`config.mk`:
```
export PLATFORM = sky130hd
export DESIGN_NAME = button_joystick_input_qualifier
export DESIGN_NICKNAME = d
export VERILOG_FILES = /design/src/bjiq_pkg.sv /design/src/bjiq_cfg.sv /design/src/bjiq_eval.sv /design/src/bjiq_res_buf.sv /design/src/button_joystick_input_qualifier.sv
export VERILOG_INCLUDE_DIRS = /design/src /design/src/src
export SDC_FILE = /design/constraint.sdc
export NUM_CORES = 1
export LEC_CHECK = 0
export BUFFER_PORTS_ARGS = -buffer_cell sky130_fd_sc_hd__buf_2
export CORE_AREA = 2 2 177 265
export CTS_BUF_LIST = sky130_fd_sc_hd__clkbuf_4 sky130_fd_sc_hd__clkbuf_8
export DETAILED_ROUTE_END_ITERATION = 10
export DIE_AREA = 0 0 179 267
export PLACE_DENSITY = 0.57
export SLEW_MARGIN = 20
export SYNTH_ARGS = -nofsm -noshare
export SYNTH_HDL_FRONTEND = slang
export SYNTH_HIERARCHICAL = 1
export SYNTH_SLANG_ARGS = --single-unit
```
`constraint.sdc`:
```
create_clock -name clk -period 11.15 [get_ports clk]
set_clock_uncertainty 0.05 [all_clocks]
set_input_delay 0.5575 -clock clk [delete_from_list [all_inputs] [get_ports clk]]
set_output_delay 0.5575 -clock clk [all_outputs]
set_load 0.02 [all_outputs]
```
`src/assert_macros.svh`:
```
// Assertion macros used by the top level of the input qualifier.
// Depends on nothing; the bodies are empty when SYNTHESIS is defined.
`ifndef ASSERT_MACROS_SVH
`define ASSERT_MACROS_SVH

`ifndef SYNTHESIS

// Property that must hold at every rising edge outside reset.
`define BJIQ_ASSERT(label, clk, rst_n, prop, msg) \
    label: assert property (@(posedge clk) disable iff (!rst_n) prop) \
        else $error(msg);

// Condition that must never be seen at a rising edge outside reset.
`define BJIQ_NEVER(label, clk, rst_n, cond, msg) \
    label: assert property (@(posedge clk) disable iff (!rst_n) !(cond)) \
        else $error(msg);

`else

`define BJIQ_ASSERT(label, clk, rst_n, prop, msg)
`define BJIQ_NEVER(label, clk, rst_n, cond, msg)

`endif

`endif

```
`src/bjiq_pkg.sv`:
```
// Package of the button and joystick input qualifier: widths, codes,
// beat types and register reset values. Depends on nothing.
package bjiq_pkg;

    localparam int SAMPLE_BITS = 12;
    localparam int THR_BITS    = 12;
    localparam int CMP_W       = ((SAMPLE_BITS > THR_BITS) ? SAMPLE_BITS : THR_BITS) + 2;
    localparam int MAX_RES     = 3;
    localparam int NUM_CAND    = 5;

    localparam logic [5:0] BUTTON_IDLE = 6'h3F;

    typedef enum logic [2:0] {
        EV_NONE  = 3'd0,
        EV_UP    = 3'd1,
        EV_DOWN  = 3'd2,
        EV_LEFT  = 3'd3,
        EV_RIGHT = 3'd4,
        EV_BACK  = 3'd5
    } ev_code_t;

    localparam logic [2:0] CFG_LOCKOUT   = 3'd0;
    localparam logic [2:0] CFG_LOW_THR   = 3'd1;
    localparam logic [2:0] CFG_HIGH_THR  = 3'd2;
    localparam logic [2:0] CFG_REL_OFS   = 3'd3;
    localparam logic [2:0] CFG_BEEP      = 3'd4;

    localparam logic [15:0]         LOCKOUT_RST = 16'd200;
    localparam logic [THR_BITS-1:0] LOW_RST     = 12'd1000;
    localparam logic [THR_BITS-1:0] HIGH_RST    = 12'd3000;
    localparam logic [THR_BITS-1:0] REL_RST     = 12'd500;
    localparam logic [15:0]         BEEP_RST    = 16'd100;

    typedef struct packed {
        logic [5:0]             raw_buttons;
        logic [SAMPLE_BITS-1:0] stick_x;
        logic [SAMPLE_BITS-1:0] stick_y;
        logic [31:0]            now_ms;
    } in_item_t;

    typedef struct packed {
        ev_code_t event_res;
        logic     buzzer_on;
        logic     last;
    } out_item_t;

    typedef struct packed {
        logic [15:0]         lockout_ms;
        logic [THR_BITS-1:0] low_threshold;
        logic [THR_BITS-1:0] high_threshold;
        logic [THR_BITS-1:0] release_offset;
        logic [15:0]         beep_ms;
    } cfg_t;

    // Outcome of one tick handed from the evaluation stage to the result buffer.
    typedef struct packed {
        ev_code_t [MAX_RES-1:0] events;
        logic [1:0]             count;
        logic                   buzzer_on;
    } tick_res_t;

endpackage

```
`src/bjiq_cfg.sv`:
```
// Configuration register file of the input qualifier.
// Depends on bjiq_pkg for the register indexes and reset values.
module bjiq_cfg (
    input  logic          clk,
    input  logic          rst_n,
    input  logic          cfg_valid,
    output logic          cfg_ready,
    input  logic [2:0]    cfg_index,
    input  logic [31:0]   cfg_data,
    output bjiq_pkg::cfg_t cfg
);
    import bjiq_pkg::*;

    cfg_t cfg_reg;
    cfg_t cfg_next;

    assign cfg_ready = 1'b1;
    assign cfg      = cfg_reg;

    always_comb
    begin
        cfg_next = cfg_reg;
        if (cfg_valid)
        begin
            unique case (cfg_index)
                CFG_LOCKOUT:  cfg_next.lockout_ms     = cfg_data[15:0];
                CFG_LOW_THR:  cfg_next.low_threshold  = cfg_data[THR_BITS-1:0];
                CFG_HIGH_THR: cfg_next.high_threshold = cfg_data[THR_BITS-1:0];
                CFG_REL_OFS:  cfg_next.release_offset = cfg_data[THR_BITS-1:0];
                CFG_BEEP:     cfg_next.beep_ms        = cfg_data[15:0];
                default:      cfg_next = cfg_reg;
            endcase
        end
    end

    always_ff @(posedge clk or negedge rst_n)
    begin
        if (!rst_n)
        begin
            cfg_reg.lockout_ms     <= LOCKOUT_RST;
            cfg_reg.low_threshold  <= LOW_RST;
            cfg_reg.high_threshold <= HIGH_RST;
            cfg_reg.release_offset <= REL_RST;
            cfg_reg.beep_ms        <= BEEP_RST;
        end
        else
        begin
            cfg_reg <= cfg_next;
        end
    end

endmodule

```
`src/bjiq_eval.sv`:
```
// Tick evaluation of the input qualifier: edge detection, joystick latches,
// lockout and beep timing, with the state they keep. Depends on bjiq_pkg.
module bjiq_eval (
    input  logic                clk,
    input  logic                rst_n,
    input  logic                step,
    input  bjiq_pkg::in_item_t  item,
    input  bjiq_pkg::cfg_t      cfg,
    output bjiq_pkg::tick_res_t res
);
    import bjiq_pkg::*;

    logic [5:0]  prev_buttons_reg, prev_buttons_next;
    logic [31:0] last_event_reg, last_event_next;
    logic        latch_up_reg, latch_up_next;
    logic        latch_down_reg, latch_down_next;
    logic        latch_left_reg, latch_left_next;
    logic        latch_right_reg, latch_right_next;
    logic        beep_active_reg, beep_active_next;
    logic [31:0] beep_start_reg, beep_start_next;

    logic [5:0]       fall, rise;
    logic             lock_ok, joy_ok;
    logic             btn_fire;
    ev_code_t         btn_code;
    logic [CMP_W-1:0] sx, sy, low_w, high_w, ofs_w, up_rel_lvl, dn_rel_lvl;
    logic             up_rel_ok;
    logic             up_fire, down_fire, left_fire, right_fire;
    logic             up_rel, down_rel, left_rel, right_rel;
    logic [NUM_CAND-1:0] cand_fire;
    ev_code_t [NUM_CAND-1:0] cand_code;
    ev_code_t [MAX_RES-1:0]  ev_list;
    logic [2:0]       n_ev;
    logic             any_event;
    logic [31:0]      beep_start_mid;
    logic             beep_mid;

    assign fall    = prev_buttons_reg & ~item.raw_buttons;
    assign rise    = item.raw_buttons & ~prev_buttons_reg;
    assign lock_ok = (item.now_ms - last_event_reg) >= {16'd0, cfg.lockout_ms};

    always_comb
    begin
        btn_fire = lock_ok;
        btn_code = EV_NONE;
        priority if (fall[0]) btn_code = EV_UP;
        else if (fall[1])     btn_code = EV_DOWN;
        else if (fall[2])     btn_code = EV_LEFT;
        else if (fall[3])     btn_code = EV_RIGHT;
        else if (fall[4] || rise[5]) btn_code = EV_BACK;
        else                  btn_fire = 1'b0;
    end

    // A button event moves the last event time to now, so the joystick then
    // sees a zero distance and passes only with a zero lockout.
    assign joy_ok = btn_fire ? (cfg.lockout_ms == 16'd0) : lock_ok;

    assign sx        = CMP_W'(item.stick_x);
    assign sy        = CMP_W'(item.stick_y);
    assign low_w     = CMP_W'(cfg.low_threshold);
    assign high_w    = CMP_W'(cfg.high_threshold);
    assign ofs_w     = CMP_W'(cfg.release_offset);
    assign up_rel_ok = cfg.high_threshold >= cfg.release_offset;
    assign up_rel_lvl = high_w - ofs_w;
    assign dn_rel_lvl = low_w + ofs_w;

    assign up_fire    = joy_ok && !latch_up_reg    && (sy > high_w);
    assign down_fire  = joy_ok && !latch_down_reg  && (sy < low_w);
    assign left_fire  = joy_ok && !latch_left_reg  && (sx > high_w);
    assign right_fire = joy_ok && !latch_right_reg && (sx < low_w);
    assign up_rel     = joy_ok && latch_up_reg    && up_rel_ok && (sy < up_rel_lvl);
    assign down_rel   = joy_ok && latch_down_reg  && (sy > dn_rel_lvl);
    assign left_rel   = joy_ok && latch_left_reg  && up_rel_ok && (sx < up_rel_lvl);
    assign right_rel  = joy_ok && latch_right_reg && (sx > dn_rel_lvl);

    assign cand_fire = {right_fire, left_fire, down_fire, up_fire, btn_fire};
    assign cand_code = {EV_RIGHT, EV_LEFT, EV_DOWN, EV_UP, btn_code};

    // Pack the events of this tick in order, keeping the first three.
    always_comb
    begin
        ev_list = {MAX_RES{EV_NONE}};
        n_ev    = 3'd0;
        for (int k = 0; k < NUM_CAND; k++)
        begin
            if (cand_fire[k] && (n_ev < 3'(MAX_RES)))
            begin
                ev_list[n_ev[1:0]] = cand_code[k];
                n_ev = n_ev + 3'd1;
            end
        end
    end

    assign any_event      = |cand_fire;
    assign beep_start_mid = any_event ? item.now_ms : beep_start_reg;
    assign beep_mid       = (any_event || beep_active_reg)
                            && !((item.now_ms - beep_start_mid) >= {16'd0, cfg.beep_ms});

    assign res.events    = ev_list;
    assign res.count     = (n_ev == 3'd0) ? 2'd1 : n_ev[1:0];
    assign res.buzzer_on = beep_mid;

    always_comb
    begin
        prev_buttons_next = prev_buttons_reg;
        last_event_next   = last_event_reg;
        latch_up_next     = latch_up_reg;
        latch_down_next   = latch_down_reg;
        latch_left_next   = latch_left_reg;
        latch_right_next  = latch_right_reg;
        beep_active_next  = beep_active_reg;
        beep_start_next   = beep_start_reg;
        if (step)
        begin
            prev_buttons_next = item.raw_buttons;
            last_event_next   = any_event ? item.now_ms : last_event_reg;
            latch_up_next     = (latch_up_reg    || up_fire)    && !up_rel;
            latch_down_next   = (latch_down_reg  || down_fire)  && !down_rel;
            latch_left_next   = (latch_left_reg  || left_fire)  && !left_rel;
            latch_right_next  = (latch_right_reg || right_fire) && !right_rel;
            beep_active_next  = beep_mid;
            beep_start_next   = beep_start_mid;
        end
    end

    always_ff @(posedge clk or negedge rst_n)
    begin
        if (!rst_n)
        begin
            prev_buttons_reg <= BUTTON_IDLE;
            last_event_reg   <= 32'd0;
            latch_up_reg     <= 1'b0;
            latch_down_reg   <= 1'b0;
            latch_left_reg   <= 1'b0;
            latch_right_reg  <= 1'b0;
            beep_active_reg  <= 1'b0;
            beep_start_reg   <= 32'd0;
        end
        else
        begin
            prev_buttons_reg <= prev_buttons_next;
            last_event_reg   <= last_event_next;
            latch_up_reg     <= latch_up_next;
            latch_down_reg   <= latch_down_next;
            latch_left_reg   <= latch_left_next;
            latch_right_reg  <= latch_right_next;
            beep_active_reg  <= beep_active_next;
            beep_start_reg   <= beep_start_next;
        end
    end

endmodule

```
`src/bjiq_res_buf.sv`:
```
// Result buffer of the input qualifier: holds the events of one tick and
// sends them as beats, one per cycle while out_stall is low. Depends on bjiq_pkg.
module bjiq_res_buf (
    input  logic                 clk,
    input  logic                 rst_n,
    input  logic                 load,
    input  bjiq_pkg::tick_res_t  res,
    output logic                 load_ok,
    output logic                 out_valid,
    input  logic                 out_stall,
    output bjiq_pkg::out_item_t  out_data
);
    import bjiq_pkg::*;

    logic                   vld_reg, vld_next;
    ev_code_t [MAX_RES-1:0] ev_reg, ev_next;
    logic [1:0]             cnt_reg, cnt_next;
    logic [1:0]             idx_reg, idx_next;
    logic                   buz_reg, buz_next;
    logic                   take, last_beat;

    assign last_beat = (idx_reg + 2'd1) == cnt_reg;
    assign take      = vld_reg && !out_stall;
    assign load_ok   = !vld_reg || (take && last_beat);

    assign out_valid          = vld_reg;
    assign out_data.event_res = ev_reg[idx_reg];
    assign out_data.buzzer_on = buz_reg;
    assign out_data.last      = last_beat;

    always_comb
    begin
        vld_next = vld_reg;
        ev_next  = ev_reg;
        cnt_next = cnt_reg;
        idx_next = idx_reg;
        buz_next = buz_reg;
        if (load)
        begin
            vld_next = 1'b1;
            ev_next  = res.events;
            cnt_next = res.count;
            idx_next = 2'd0;
            buz_next = res.buzzer_on;
        end
        else if (take)
        begin
            vld_next = !last_beat;
            idx_next = idx_reg + 2'd1;
        end
    end

    always_ff @(posedge clk or negedge rst_n)
    begin
        if (!rst_n)
        begin
            vld_reg <= 1'b0;
            cnt_reg <= 2'd1;
            idx_reg <= 2'd0;
        end
        else
        begin
            vld_reg <= vld_next;
            cnt_reg <= cnt_next;
            idx_reg <= idx_next;
        end
    end

    always_ff @(posedge clk)
    begin
        ev_reg  <= ev_next;
        buz_reg <= buz_next;
    end

endmodule

```
`src/button_joystick_input_qualifier.sv`:
```
// Top level of the button and joystick input qualifier.
// Depends on bjiq_pkg, bjiq_cfg, bjiq_eval, bjiq_res_buf and assert_macros.svh.
//
// Usage. Each input beat on in_data is one tick: six raw button levels, the X
// and Y joystick samples and a millisecond timestamp. A beat is taken at a
// rising edge with in_valid high and in_stall low. For every tick the block
// returns one to three output beats on out_data, each with an event code, the
// buzzer level after the tick and a last flag on the final beat of the tick.
// A quiet tick gives a single beat with event code none.
// A taken tick waits in the input register, is evaluated combinationally and
// goes into the result register, which sends its beats. Throughput: one tick
// per cycle while every tick yields a single beat and the receiver does not
// stall; a tick with two or three events holds the result register until its
// final beat is taken, as it sends its beats one at a time. On a receiver
// stall the result register holds its beat; an empty input register takes
// one more tick, and in_stall is high while it holds one. The configuration
// channel (cfg_valid, cfg_ready, cfg_index, cfg_data) is always ready; the
// user is to write it only while the block is idle, which the block does not
// enforce. Indexes beyond the register list are ignored. Reset clears the
// handshake state and restores the register defaults, latches and timers.
`include "assert_macros.svh"

module button_joystick_input_qualifier (
    input  logic                clk,
    input  logic                rst_n,
    input  logic                in_valid,
    output logic                in_stall,
    input  bjiq_pkg::in_item_t  in_data,
    output logic                out_valid,
    input  logic                out_stall,
    output bjiq_pkg::out_item_t out_data,
    input  logic                cfg_valid,
    output logic                cfg_ready,
    input  logic [2:0]          cfg_index,
    input  logic [31:0]         cfg_data
);
    import bjiq_pkg::*;

    logic      in_vld_reg, in_vld_next;
    in_item_t  in_data_reg, in_data_next;
    logic      advance;
    logic      load_ok;
    cfg_t      cfg;
    tick_res_t tick_res;

    // The held tick moves on into the result register whenever that register
    // is empty or is sending its final beat in this cycle.
    assign advance  = in_vld_reg && load_ok;
    assign in_stall = in_vld_reg && !load_ok;

    always_comb
    begin
        in_vld_next  = in_vld_reg;
        in_data_next = in_data_reg;
        if (!in_stall)
        begin
            in_vld_next  = in_valid;
            in_data_next = in_data;
        end
    end

    always_ff @(posedge clk or negedge rst_n)
    begin
        if (!rst_n)
        begin
            in_vld_reg <= 1'b0;
        end
        else
        begin
            in_vld_reg <= in_vld_next;
        end
    end

    always_ff @(posedge clk)
    begin
        in_data_reg <= in_data_next;
    end

    bjiq_cfg u_cfg (
        .clk       (clk),
        .rst_n     (rst_n),
        .cfg_valid (cfg_valid),
        .cfg_ready (cfg_ready),
        .cfg_index (cfg_index),
        .cfg_data  (cfg_data),
        .cfg       (cfg)
    );

    bjiq_eval u_eval (
        .clk   (clk),
        .rst_n (rst_n),
        .step  (advance),
        .item  (in_data_reg),
        .cfg   (cfg),
        .res   (tick_res)
    );

    bjiq_res_buf u_res_buf (
        .clk       (clk),
        .rst_n     (rst_n),
        .load      (advance),
        .res       (tick_res),
        .load_ok   (load_ok),
        .out_valid (out_valid),
        .out_stall (out_stall),
        .out_data  (out_data)
    );

    // An evaluated tick always shows up as a result beat in the next cycle.
    `BJIQ_ASSERT(a_advance_gives_beat, clk, rst_n, advance |=> out_valid, "tick lost after evaluation")
    // A final beat taken with nothing behind it leaves the output empty.
    `BJIQ_ASSERT(a_last_empties, clk, rst_n, (out_valid && !out_stall && out_data.last && !advance) |=> !out_valid, "beat repeated after last")
    // A beat with no event can only be the single beat of a quiet tick.
    `BJIQ_ASSERT(a_quiet_is_last, clk, rst_n, (out_valid && (out_data.event_res == EV_NONE)) |-> out_data.last, "quiet beat not last")
    // The input side only stalls while a tick is held.
    `BJIQ_NEVER(a_stall_needs_item, clk, rst_n, in_stall && !in_vld_reg, "stall with empty input register")

endmodule
```
# [After elaboration in Yosys (flattened, before gate mapping)]
# Cells that the tools add are included.
[totals] reg_bits=221 in_bits=102 out_inout_bits=8
[classes] addsub=9 magnitude_cmp=24 eq_ne=5 n_mux=37 bitwise_logic=16 n_reduce_logical=66
[ops] operator="$ge 32x16->1" n=2
[ops] operator="$sub 32x32->32" n=2
[ops] operator="$mux 3" n=15
[ops] operator="$mux 9" n=4
[ops] operator="$logic_and 1x1->1" n=35
[ops] operator="$mux 32" n=1
[ops] operator="$gt 12x14->1" n=2
[ops] operator="$lt 12x14->1" n=2
[ops] operator="$demux 3 s2" n=4
[ops] operator="$gt 12x12->1" n=2
[ops] operator="$lt 12x12->1" n=2
[ops] operator="$not 6->6" n=4
[ops] operator="$and 6x6->6" n=3
[ops] operator="$logic_not 16->1" n=1
[ops] operator="$add 12x12->13" n=1
[ops] operator="$logic_not 1->1" n=13
[ops] operator="$sub 12x12->13" n=1
[ops] operator="$ge 12x12->1" n=1
[ops] operator="$lt 2x3->1 const B" n=4
[ops] operator="$reduce_and 2->1" n=6
[ops] operator="$add 3x1->3 const B" n=3
[ops] operator="$lt 3x2->1 const B" n=3
[ops] operator="$mux 1" n=9
[ops] operator="$logic_or 1x1->1" n=7
[ops] operator="23 further kinds" n=30

# [Logic depth before layout (Yosys ltp)]
# Gate-level depths: netlist of the first run.
[logic_depth] word_depth=26 ltp_mapped=55 ltp_nobuf=51

# [Modules after synthesis]
# The synthesis of the first run kept the hierarchy.
[modules_own_cells] mod="bjiq_eval" instances=1 cells_per_inst=1537 area_per_inst_um2=11897.7 seq_area_each_um2=1884.3
[modules_own_cells] mod="bjiq_cfg" instances=1 cells_per_inst=149 area_per_inst_um2=2620.0 seq_area_each_um2=1732.9
[modules_own_cells] mod="button_joystick_input_qualifier" instances=1 cells_per_inst=67 area_per_inst_um2=1919.3 seq_area_each_um2=1886.8
[modules_own_cells] mod="bjiq_res_buf" instances=1 cells_per_inst=45 area_per_inst_um2=626.9 seq_area_each_um2=426.7

# [Worst setup path before layout of the first run]
# No wires, ideal clock.
[synth_timing] path_kind="register to register" from="register in_data_reg[3] (netlist bit)" to="register u_res_buf.buz_reg, data pin" setup_ns=0.126 t_arrival_ns=9.890 path_slack_ns=1.084 stages_incl_launch_ff=51 cell_sequence="edfxtp_1 -> ha_1 -> a21o_1 -> a21oi_2 -> nand2_1 -> and2_1 -> a21oi_1 -> o21bai_1 -> a21oi_1 -> nor2_1 -> nor2_1 -> xnor2_1 -> ha_1 -> nand2_1 -> nor2_1 -> a211oi_1 -> nor3b_1 -> o211ai_1 -> [15 not listed] -> nand2b_1 -> a21o_1 -> a21o_1 -> a21o_1 -> clkbuf_1 -> nor3_1 -> a21bo_2 -> a31oi_2 -> xnor2_1 -> ha_1 -> and2_1 -> o21ai_0 -> a31oi_1 -> a2111o_1 -> a2111oi_4 -> o2111ai_1 -> nor3_1 -> buf_4"
[synth_via] elab_chain_cells=16
[synth_rtl] element="from (decl)" line="button_joystick_input_qualifier.sv:40" text="in_item_t in_data_reg, in_data_next;"
[synth_rtl] element="from (signal assigned)" line="button_joystick_input_qualifier.sv:76" text="in_data_reg <= in_data_next;"
[synth_rtl] element="$sub 32x32->32" line="bjiq_eval.sv:40" text="assign lock_ok = (item.now_ms - last_event_reg) >= {16'd0, cfg.lockout_ms};"
[synth_rtl] element="$ge 32x16->1" line="bjiq_eval.sv:40"
[synth_rtl] element="$mux 1" line="bjiq_eval.sv:50" text="else if (fall[4] || rise[5]) btn_code = EV_BACK;"
[synth_rtl] element="$mux 1" line="bjiq_eval.sv:49" text="else if (fall[3]) btn_code = EV_RIGHT;"
[synth_rtl] element="$mux 1" line="bjiq_eval.sv:48" text="else if (fall[2]) btn_code = EV_LEFT;"
[synth_rtl] element="$mux 1" line="bjiq_eval.sv:47" text="else if (fall[1]) btn_code = EV_DOWN;"
[synth_rtl] element="$mux 1" line="bjiq_eval.sv:46" text="priority if (fall[0]) btn_code = EV_UP;"
[synth_rtl] element="$mux 1" line="bjiq_eval.sv:56" text="assign joy_ok = btn_fire ? (cfg.lockout_ms == 16'd0) : lock_ok;"
[synth_rtl] element="$logic_and 1x1->1, on equally long branches (2 in a row)"
[synth_rtl] element="$reduce_or 5->1" line="bjiq_eval.sv:94" text="assign any_event = |cand_fire;"
[synth_rtl] element="$mux 32" line="bjiq_eval.sv:95" text="assign beep_start_mid = any_event ? item.now_ms : beep_start_reg;"
[synth_rtl] element="$sub 32x32->32" line="bjiq_eval.sv:97" text="&& !((item.now_ms - beep_start_mid) >= {16'd0, cfg.beep_ms});"
[synth_rtl] element="$ge 32x16->1" line="bjiq_eval.sv:97"
[synth_rtl] element="$logic_not 1->1" line="bjiq_eval.sv:97"
[synth_rtl] element="$logic_and 1x1->1 *" line="bjiq_eval.sv:97"
[synth_rtl] element="named net u_eval.beep_mid" line="bjiq_eval.sv:36" text="logic beep_mid;"
[synth_rtl] element="to (signal assigned)" line="bjiq_res_buf.sv:72" text="buz_reg <= buz_next;"
[synth_rtl] element="to (decl)" line="bjiq_res_buf.sv:19" text="logic buz_reg, buz_next;"
# Mark *: on every way through the listed nets, which the timed path passes. The rest lies on a longest branch.
# A chain may end at the register's enable or synchronous reset.

# [Worst setup path after layout of the first run]
[layout_timing] from="register in_data_reg[3] (netlist bit)" to="register u_eval.beep_active_reg"
[layout_via] elab_chain_cells=16
[layout_rtl] element="$sub 32x32->32 *" line="bjiq_eval.sv:40"
[layout_rtl] element="$ge 32x16->1 *" line="bjiq_eval.sv:40"
[layout_rtl] element="$mux 1" line="bjiq_eval.sv:50"
[layout_rtl] element="$mux 1" line="bjiq_eval.sv:49"
[layout_rtl] element="$mux 1" line="bjiq_eval.sv:48"
[layout_rtl] element="$mux 1" line="bjiq_eval.sv:47"
[layout_rtl] element="$mux 1" line="bjiq_eval.sv:46"
[layout_rtl] element="$mux 1" line="bjiq_eval.sv:56"
[layout_rtl] element="$logic_and 1x1->1, on equally long branches (2 in a row)"
[layout_rtl] element="$reduce_or 5->1 *" line="bjiq_eval.sv:94"
[layout_rtl] element="$mux 32 *" line="bjiq_eval.sv:95"
[layout_rtl] element="named net u_eval.beep_start_mid[1]" line="bjiq_eval.sv:35" text="logic [31:0] beep_start_mid;"
[layout_rtl] element="$sub 32x32->32 *" line="bjiq_eval.sv:97"
[layout_rtl] element="$ge 32x16->1 *" line="bjiq_eval.sv:97"
[layout_rtl] element="$logic_not 1->1 *" line="bjiq_eval.sv:97"
[layout_rtl] element="$logic_and 1x1->1 *" line="bjiq_eval.sv:97"
[layout_rtl] element="to (signal assigned)" line="bjiq_eval.sv:147" text="beep_active_reg <= beep_active_next;"
[layout_rtl] element="to (decl)" line="bjiq_eval.sv:19" text="logic beep_active_reg, beep_active_next;"
# Marks and branches as above.

==> results of run 1 <==
synth_stat cells (12+ instances only):
library cell and instances:
o21a_1 35, a21oi_1 111, clkbuf_1 28, a21o_1 55, dfstp_2 32, nor3_1 24
nand2b_1 32, nor2b_1 20, nand4_1 38, nor2_1 82, and2_1 13, a31oi_1 12
edfxtp_1 72, o21bai_1 12, xnor2_1 38, nand3_1 27, mux2_2 80, buf_2 12
inv_1 162, ha_1 218, dfrtp_1 117, o21ai_0 127, xor2_1 20, mux2i_1 36
nand2_1 177, a211oi_1 16
layout make-up:
type | instances | area, um^2
multi-input combinational | 1358 | 10300
sequential | 221 | 5930
tap | 588 | 736
clock inverter | 20 | 183
clock buffer | 53 | 673
antenna | 1 | 2.50
timing repair buffer | 109 | 604
fill | 4522 | 26500
inverter | 162 | 608
worst register-to-register path: cells and delay by family (launching register included):
family                   cells  cell delay, ns
buffers and inverters        4            0.55
multiplexers                 1            0.23
XOR/XNOR                     1            0.13
AO/OA/AOI/OAI               24            4.40
flip-flops                   1            0.45
AND/OR/NAND/NOR             16            2.94
adder cells (fa/ha/maj)      5            1.61
routing by layer:
layer  vias to the layer above  GRT usage
met4                         2      0.105
li1                       6702          -
met1                      6612      0.217
met2                       276      0.389
met3                       107     0.0292
met5                         -          0
path summary, 6_finish.rpt:
| path | from | endpoint | slack, ns | depth (start not counted) |
|---|---|---|---|---|
| max | in_data_reg[3]$_DFFE_PN_ | u_eval/beep_active_reg$_DFFE_PN0P_ | 0.78 | 51 |
| min | in_data[31] | in_data_reg[31]$_DFFE_PN_ | 0.06 | 1 |
| max reg2reg | in_data_reg[3]$_DFFE_PN_ | u_eval/beep_active_reg$_DFFE_PN0P_ | 0.78 | 51 |
| min reg2reg | u_eval/beep_start_reg[5]$_DFFE_PN0P_ | u_eval/beep_start_reg[5]$_DFFE_PN0P_ | 0.43 | 2 |
| max in group asynchronous | rst_n | u_eval/last_event_reg[1]$_DFFE_PN0P_ | 9.29 | 3 |
| min in group asynchronous | rst_n | u_eval/beep_active_reg$_DFFE_PN0P_ | 0.47 | 2 |
cell usage in the layout (no fill, tap or decap), drive strengths merged, types with 53 or more instances in the layout:
master	netlist	final
ha	218	218
nand2	178	178
inv	162	165
o21ai	135	135
a21oi	119	119
dfrtp	117	117
buf	29	108
mux2	82	82
nor2	82	82
edfxtp	72	72
a21o	55	55
clkbuf	28	53
logic make-up (layout without fill, tap and decap cells):
family	Yosys count	after routing
AOI/OAI and AO/OA	471	471
adders and majority gates	227	227
buffers and inverters	219	344
and+or+nand+nor	482	482
DFF	221	221
other	1	2
xor gates and xnor gates	58	58
muxes	119	119
stage by stage:
step / instances / setup slack (ns) / hold slack, ns
floorplan: 1798 / 1.08 / 0.212
global placement: 2434 / 0.309 / 0.410
detailed placement: 2434 / 0.0755 / 0.413
CTS: 2508 / 0.0636 / 0.00124
global route: 2512 / 0.0200 / 0.0162
finish: 2512 / 0.781 / 0.0560
repair_timing:
| action | 4_1_cts | 5_1_grt |
|---|---|---|
| setup buffers | 0 | 1 |
| resized for setup | 0 | 14 |
| hold buffers | 1 | 0 |
| hold endpoints to repair | 58 | 0 |
| setup endpoints to repair | 0 | 2 |
==> flow_summary_export.csv, run 1 <==
group,metric,value,unit
outcome,status,"completed",
synth,synth.avg_cell_area,9.49,um^2
layout,layout.nets,2217,
route,drc,0,
synth,synth_area_leader_cell,"dfrtp_1",
sta,fin_setup_tns,0,ns
floorplanning,start_util,0.375,
grt,grt_start_max_net_pins,85,
synth,synth_compound_area_frac,0.181,
cts,clk_latency,0.62,ns
synth,synth-seq-cells,221,
grt,antenna_found_initial,2,
setup_path,max_stage_delay,0.58,ns
synth,synth_top_family_by_area,"compound AO/OA/AOI/OAI gates",
synth,yosys.area_share.simple,0.143,
hold_path,min_path_type,"input port to flip-flop",
synth,synth_edf_count,72,
cts,clock_sinks,221,
route,wire_per_inst,19.3,um
setup_path,crit_path_end_kind,"flip-flop",
sta,timing.fmax,96.4,MHz
cts,htreeDepth,2,
route,ant_nets,0,
synth,synthXorXnorAreaFrac,0.0298,
setup_path,crit_family,"compound AO/OA/AOI/OAI gates",
synth,synth_fa_ha_area_frac,0.168,
synth,netlist_area,0.0171,mm^2
route,viasPerCell,5.45,
synth,netlist_instances,1798,
synth,yosysSeqAreaShare,0.348,
layout,final_cell_area,0.0191,mm^2
sta,setup_viol,0,
sta,layout_min_cycle_time,10.37,ns
sta,slew_viol_final,0,
sta,hold_violations,0,
route,wl_met2,25700,um
sta,relSlewSlack,0.296,
place,numPortBuffers,92,
cts,cts_tree,"yes",
grt,first_global_vias,14276,
layout,area_growth_syn_to_layout,11.7,%
synth,ys_types,104,
layout,largest_reg_flops,68,
floorplanning,die_x,179,um
grt,grt_remaining_overflow,0,
floorplanning,core-area,0.0455,mm^2
setup_path,critPathRequiredTime,11.63,ns
setup_path,start_kind,"flip-flop",
route,first_iter_violations,686,
synth,synth_ff_type,"dfrtp_1",
route,dr_wl_met3,1560,um
synth,yosys-top-cells-area,"dfrtp_1 17%, ha_1 16%, edfxtp_1 13%",
setup_path,path_buf_inv,4,
place,placed_cell_area,0.0181,mm^2
synth,syn_nets,2123,
place,hpwl,38500,um
route,routed-via-count,13699,
synth,synth_top_area_frac,0.172,
sta,finalCritPeriodShare,0.930,
floorplanning,io_pins,110,
floorplanning,design.die.area,0.0478,mm^2
job,maxCapViolations,0,
synth,synthMuxAreaShare,0.0766,
route,wl_met1,18800,um
synth,async_reset_ff_frac,0.674,
layout,utilization,0.419,
route,top_layer,"met5",
grt,grt_pass1_wl,76100,um
route,wl,48600,um
cts,numCtsBuffers,40,
cts,clock_path_buffers,3,
cts,ctsRootBufferMaster,"clkbuf_8",
sta,worstMarginPinSlew,1.06,ns
synth,ys_warn_count,6,
route,first_pass_iters,5,
place,gp_congestion,0.915,
floorplanning,chipHeight,267,um
sta,rsz0062_at_grt,"false",
grt,gr-usage-all-layers,0.206,
setup_path,cp_data_arrival_time,10.85,ns
floorplanning,core.rowCount,96,
cts,clk_pin_slew_worst_paths,0.07,ns
setup_path,critPathMaxFanout,10,
setup_path,crit_path_top_delay_cell,"or4_4",
setup_path,worstSetupPathType,"flip-flop to flip-flop",
layout,drive_gt1_frac,0.179,
Power of run 1 is left out: the tool's default activity adds up to more than one toggle a clock period on the data nets, which glitch-free logic cannot reach.
==> run 2: changes to the inputs <==
--- a/config.mk
+++ b/config.mk
@@ -7,11 +7,13 @@
 export NUM_CORES = 1
 export LEC_CHECK = 0
 export BUFFER_PORTS_ARGS = -buffer_cell sky130_fd_sc_hd__buf_2
-export CORE_AREA = 2 2 177 265
+export CELL_PAD_IN_SITES_DETAIL_PLACEMENT = 0
+export CELL_PAD_IN_SITES_GLOBAL_PLACEMENT = 1
+export CORE_AREA = 4 4 179 267
 export CTS_BUF_LIST = sky130_fd_sc_hd__clkbuf_4 sky130_fd_sc_hd__clkbuf_8
 export DETAILED_ROUTE_END_ITERATION = 10
-export DIE_AREA = 0 0 179 267
-export PLACE_DENSITY = 0.57
+export DIE_AREA = 0 0 183 271
+export PLACE_DENSITY = 0.68
 export SLEW_MARGIN = 20
 export SYNTH_ARGS = -nofsm -noshare
 export SYNTH_HDL_FRONTEND = slang
==> run 2 against run 1 <==
- maximum frequency down 2.2%
- via count down 0.17%
- register-to-register slack lost 0.23 ns
- global-route usage decreased by 0.81 points
- core utilization increased by 0.11 points
- highest routed layer is now met4
==> flow_summary_export.csv, run 2 (synthesis results as in run 1) <==
group,metric,value,unit
layout,multi_input_area,0.0103,mm^2
cts,numCtsBuffers,40,
setup_path,crit_path_end_kind,"flip-flop",
floorplanning,core.rowCount,96,
place,pre_cts_ws,0.176,ns
route,routed-via-count,13676,
sta,layout_setup_ws,0.548,ns
cts,ctsRootBufferMaster,"clkbuf_8",
route,first_pass_iters,5,
layout,layout_common_cells,"217 x ha_1, 177 x nand2_1, 162 x inv_1",
cts,clock_path_buffers,3,
setup_path,critPathRequiredTime,11.53,ns
layout,layout.nets,2219,
setup_path,critPathMaxFanout,10,
cts,clock_sinks,221,
sta,worstMarginPinSlew,0.985,ns
grt,grt_start_max_net_pins,78,
layout,final-seq-area,0.00593,mm^2
grt,grt_remaining_overflow,0,
place,numPortBuffers,92,
setup_path,max_stage_delay,0.56,ns
cts,clk_pin_slew_worst_paths,0.07,ns
layout,layout_commonest_cell,"ha_1",
grt,gr-usage-all-layers,0.198,
place,gp_congestion,0.879,
cts,htreeDepth,2,
sta,finalCritPeriodShare,0.951,
setup_path,worstSetupPathType,"flip-flop to flip-flop",
sta,setup_viol,0,
hold_path,min_path_type,"input port to flip-flop",
place,hpwl,39200,um
floorplanning,core-area,0.0456,mm^2
floorplanning,start_util,0.374,
cts,cts_tree,"yes",
layout,largest_reg_flops,68,
setup_path,start_kind,"flip-flop",
sta,relSlewSlack,0.343,
layout,drive_gt1_frac,0.180,
floorplanning,chipHeight,271,um
route,wl,49800,um
sta,timing.fmax,94.3,MHz
floorplanning,io_pins,110,
setup_path,crit_path_top_delay_cell,"or4_4",
cts,clk_latency,0.61,ns
grt,grt_pass1_wl,77300,um
layout,fill_cells,4529,
route,drc,0,
route,ant_nets,0,
grt,first_global_vias,14148,
floorplanning,design.die.area,0.0496,mm^2
route,wire_per_inst,19.8,um
setup_path,reg2reg_slack,0.55,ns
grt,antenna_found_initial,1,
sta,slew_viol_final,0,
job,maxCapViolations,0,
sta,hold_violations,0,
route,viasPerCell,5.44,
sta,layout_min_cycle_time,10.60,ns
outcome,status,"completed",
setup_path,cp_data_arrival_time,10.98,ns
route,first_iter_violations,644,
layout,area_growth_syn_to_layout,12.3,%
floorplanning,die_x,183,um
-- run 2: repair_timing --
| item | in CTS | in global routing |
|---|---|---|
| hold buffers | 1 | 0 |
| endpoints found under the hold margin | 63 | 0 |
| setup buffers | 0 | 1 |
| setup endpoints to repair | 0 | 2 |
| resized for setup | 0 | 10 |
-- run 2: per-stage QoR --
stage | TNS (ns) | instance area, um^2 | util | hold WS [ns] | instances
floorplan | 0 | 17100 | - | 0.212 | 1798
CTS | 0 | 19100 | 0.418 | 0.0213 | 2512
global placement | 0 | 18100 | 0.397 | 0.413 | 2436
global route | -0.0000409 | 19200 | 0.420 | 0.0349 | 2515
detailed placement | 0 | 18100 | 0.397 | 0.413 | 2437
finish | 0 | 19200 | 0.420 | 0.0711 | 2515
-- run 2: layout make-up --
class                      count  share of cell area
clock buffer                  55              0.0359
multi-input combinational   1358               0.537
antenna                        1            0.000131
clock inverter                19              0.0149
inverter                     162              0.0317
timing repair buffer         111              0.0322
sequential                   221               0.309
tap                          588              0.0384
-- run 2: path summary, 6_finish.rpt --
check                                                 startpoint                                     to  cells after the start
max                                     in_data_reg[3]$_DFFE_PN_            u_res_buf/buz_reg$_DFFE_PP_                     49
max reg2reg                             in_data_reg[3]$_DFFE_PN_            u_res_buf/buz_reg$_DFFE_PP_                     49
min reg2reg                u_eval/beep_start_reg[26]$_DFFE_PN0P_  u_eval/beep_start_reg[26]$_DFFE_PN0P_                      2
min in group asynchronous                                  rst_n  u_eval/beep_start_reg[25]$_DFFE_PN0P_                      2
max in group asynchronous                                  rst_n   u_eval/last_event_reg[5]$_DFFE_PN0P_                      3
min                                                  in_data[31]              in_data_reg[31]$_DFFE_PN_                      1
-- run 2: critical path: cells and delay by family (launching register included) --
family	cells	cell delay (ns)
adders and majority gates	5	1.42
muxes	1	0.13
and+or+nand+nor	19	3.55
DFF	1	0.44
xor gates and xnor gates	2	0.28
buffers and inverters	4	0.58
AOI/OAI and AO/OA	18	3.94
-- run 2: metal layers --
metal / track usage / part of all wire
met5: 0 / 0
met2: 0.377 / 0.54
met1: 0.214 / 0.38
met3: 0.0265 / 0.033
met4: 0.0855 / 0.048
Power of run 2 is left out for the same reason.
==> run 3: changes to the inputs <==
--- a/config.mk
+++ b/config.mk
@@ -6,14 +6,15 @@
 export SDC_FILE = /design/constraint.sdc
 export NUM_CORES = 1
 export LEC_CHECK = 0
+export ABC_AREA = 1
 export BUFFER_PORTS_ARGS = -buffer_cell sky130_fd_sc_hd__buf_2
 export CELL_PAD_IN_SITES_DETAIL_PLACEMENT = 0
 export CELL_PAD_IN_SITES_GLOBAL_PLACEMENT = 1
-export CORE_AREA = 4 4 179 267
+export CORE_AREA = 4 4 181 271
 export CTS_BUF_LIST = sky130_fd_sc_hd__clkbuf_4 sky130_fd_sc_hd__clkbuf_8
 export DETAILED_ROUTE_END_ITERATION = 10
-export DIE_AREA = 0 0 183 271
-export PLACE_DENSITY = 0.68
+export DIE_AREA = 0 0 185 275
+export PLACE_DENSITY = 0.72
 export SLEW_MARGIN = 20
 export SYNTH_ARGS = -nofsm -noshare
 export SYNTH_HDL_FRONTEND = slang
==> run 3 against run 2 <==
- via count increased by 13%
- first-iteration DRC count decreased by 5.3%
- wire length increased by 8.1%
- cell area increased by 1.8%
- sequential share of layout area decreased by 0.56 points
- maximum frequency increased by 24%
- critical path type unchanged
- largest cell class unchanged
==> flow_summary_export.csv, run 3 <==
group,metric,value,unit
layout,layout_common_cells,"673 x nand2_1, 378 x inv_1, 218 x ha_1",
grt,grt_remaining_overflow,0,
synth,synth-seq-cells,221,
floorplanning,chipHeight,275,um
grt,gr-usage-met3,0.0276,
place,gp_congestion,0.891,
route,routed-via-count,15508,
grt,grt_pass1_wl,84300,um
floorplanning,die_x,185,um
setup_path,critPathRequiredTime,11.62,ns
cts,clk_latency,0.61,ns
cts,clock_sinks,221,
grt,grt_use_met1,0.217,
floorplanning,start_util,0.376,
sta,relSlewSlack,0.333,
route,first_iter_violations,610,
floorplanning,core-area,0.0466,mm^2
grt,use_met2,0.409,
synth,synth_edf_count,72,
synth,ys_types,62,
setup_path,critPathMaxFanout,71,
setup_path,max_stage_delay,0.56,ns
sta,setup_viol,0,
layout,final-seq-area,0.00593,mm^2
setup_path,crit_path_end_kind,"flip-flop",
grt,grt.busiest_layer,"met2",
synth,synth.avg_cell_area,7.42,um^2
synth,ys_warn_count,6,
synth,netlist_instances,2363,
floorplanning,core.rowCount,97,
synth,yosysSeqAreaShare,0.338,
sta,layout_min_cycle_time,8.55,ns
setup_path,crit_path_top_delay_cell,"buf_4",
sta,finalCritPeriodShare,0.767,
place,hpwl,44200,um
floorplanning,io_pins,110,
grt,grt_start_max_net_pins,93,
outcome,status,"completed",
sta,hold_violations,0,
job,maxCapViolations,0,
route,wire_per_inst,17.4,um
cts,cts_setup_buffers,0,
layout,largest_reg_flops,68,
layout,drive_gt1_frac,0.118,
setup_path,start_kind,"flip-flop",
synth,synthMostInstantiatedCell,"nand2_1",
hold_path,min_path_type,"input port to flip-flop",
layout,final_cell_area,0.0195,mm^2
cts,htreeDepth,2,
cts,cts_tree,"yes",
layout,layout.nets,2790,
layout,layout_commonest_cell,"nand2_1",
synth,synth_ff_type,"dfrtp_1",
synth,async_reset_ff_frac,0.674,
layout,utilization,0.419,
grt,first_global_vias,15987,
grt,antenna_found_initial,1,
layout,area_growth_syn_to_layout,11.4,%
route,first_pass_iters,5,
synth,netlist_area,0.0175,mm^2
sta,worstMarginPinSlew,1.00,ns
setup_path,worstSetupPathType,"flip-flop to flip-flop",
sta,slew_viol_final,0,
layout,fill_cells,4879,
cts,ctsRootBufferMaster,"clkbuf_8",
setup_path,cp_common_cell,"nand2_1",
place,numPortBuffers,92,
floorplanning,design.die.area,0.0509,mm^2
cts,numCtsBuffers,41,
cts,clock_path_buffers,3,
route,wl,53900,um
place,placed_cell_area,0.0186,mm^2
synth,syn_nets,2688,
synth,synth_area_leader_cell,"dfrtp_1",
sta,timing.fmax,117,MHz
synth,synth_top_area_frac,0.167,
route,ant_nets,0,
route,viasPerCell,5.01,
grt,gr-usage-all-layers,0.213,
layout,multi_input_area,0.00989,mm^2
route,drc,0,
cts,clk_pin_slew_worst_paths,0.06,ns
setup_path,cp_data_arrival_time,9.02,ns
synth,yosys-top-cells-area,"dfrtp_1 17%, ha_1 16%, nand2_1 14%",
synth,synthTopCellsByCount,"673 x nand2_1, 378 x inv_1, 218 x ha_1",
sta,rsz0062_at_grt,"false",
sta,fin_setup_tns,0,ns
==> run 3: critical path, delay by kind of cell (launching register included) <==
kind | cells | cell delay, ns
xor+xnor | 2 | 0.38
flops | 1 | 0.53
compound gates | 8 | 1.50
fa+ha+maj | 6 | 1.83
buf+inv | 4 | 0.84
simple gates | 29 | 3.32
==> run 3: repair_timing <==
action                                 4_1_cts  5_1_grt
endpoints found under the hold margin       73        0
setup endpoints to repair                    0        0
resized for setup                            0        0
hold buffers                                 1        0
==> run 3: final timing paths <==
check	start	slack, ns	endpoint	cells after the start
setup / recovery	in_data_reg[4]$_DFFE_PN_	2.60	u_eval/beep_active_reg$_DFFE_PN0P_	49
hold / removal	in_data[39]	0.07	in_data_reg[39]$_DFFE_PN_	1
setup reg to reg	in_data_reg[4]$_DFFE_PN_	2.60	u_eval/beep_active_reg$_DFFE_PN0P_	49
hold reg to reg	u_cfg/cfg[6]$_DFFE_PN1P_	0.41	u_cfg/cfg[6]$_DFFE_PN1P_	2
max in group asynchronous	rst_n	9.09	u_cfg/cfg[41]$_DFFE_PN0P_	3
min in group asynchronous	rst_n	0.50	u_eval/last_event_reg[30]$_DFFE_PN0P_	2
==> run 3: layer usage <==
| layer | share of wire | routed length, um |
|---|---|---|
| met1 | 0.37 | 19800 |
| met2 | 0.54 | 28900 |
| met3 | 0.031 | 1660 |
| met4 | 0.064 | 3460 |
| met5 | 0 | 0 |
==> run 3: cell families after synthesis <==
kind of cell,Yosys count,synth area share
compound gates,345,0.110
xor+xnor,50,0.0250
fa+ha+maj,223,0.161
buf+inv,437,0.0980
flops,221,0.338
other cells,1,0.000214
simple gates,1086,0.267
==> run 3: through the flow <==
| step | cells | hold WS (ns) | setup WS [ns] |
|---|---|---|---|
| after floorplan | 2363 | 0.212 | 4.08 |
| after global placement | 3015 | 0.406 | 2.55 |
| after detailed placement | 3015 | 0.407 | 2.47 |
| after CTS | 3091 | 0.00932 | 2.46 |
| after global routing | 3092 | 0.0377 | 1.63 |
| final | 3093 | 0.0746 | 2.60 |
==> run 3: final cells by class <==
cell class | instances | area share
Multi-Input combinational cell | 1705 | 0.507
Antenna cell | 2 | 0.000256
Sequential cell | 221 | 0.304
Inverter | 397 | 0.0763
Clock buffer | 60 | 0.0388
Tap cell | 594 | 0.0381
Timing Repair Buffer | 99 | 0.0267
Clock inverter | 15 | 0.00936
Power of run 3 is left out for the same reason.
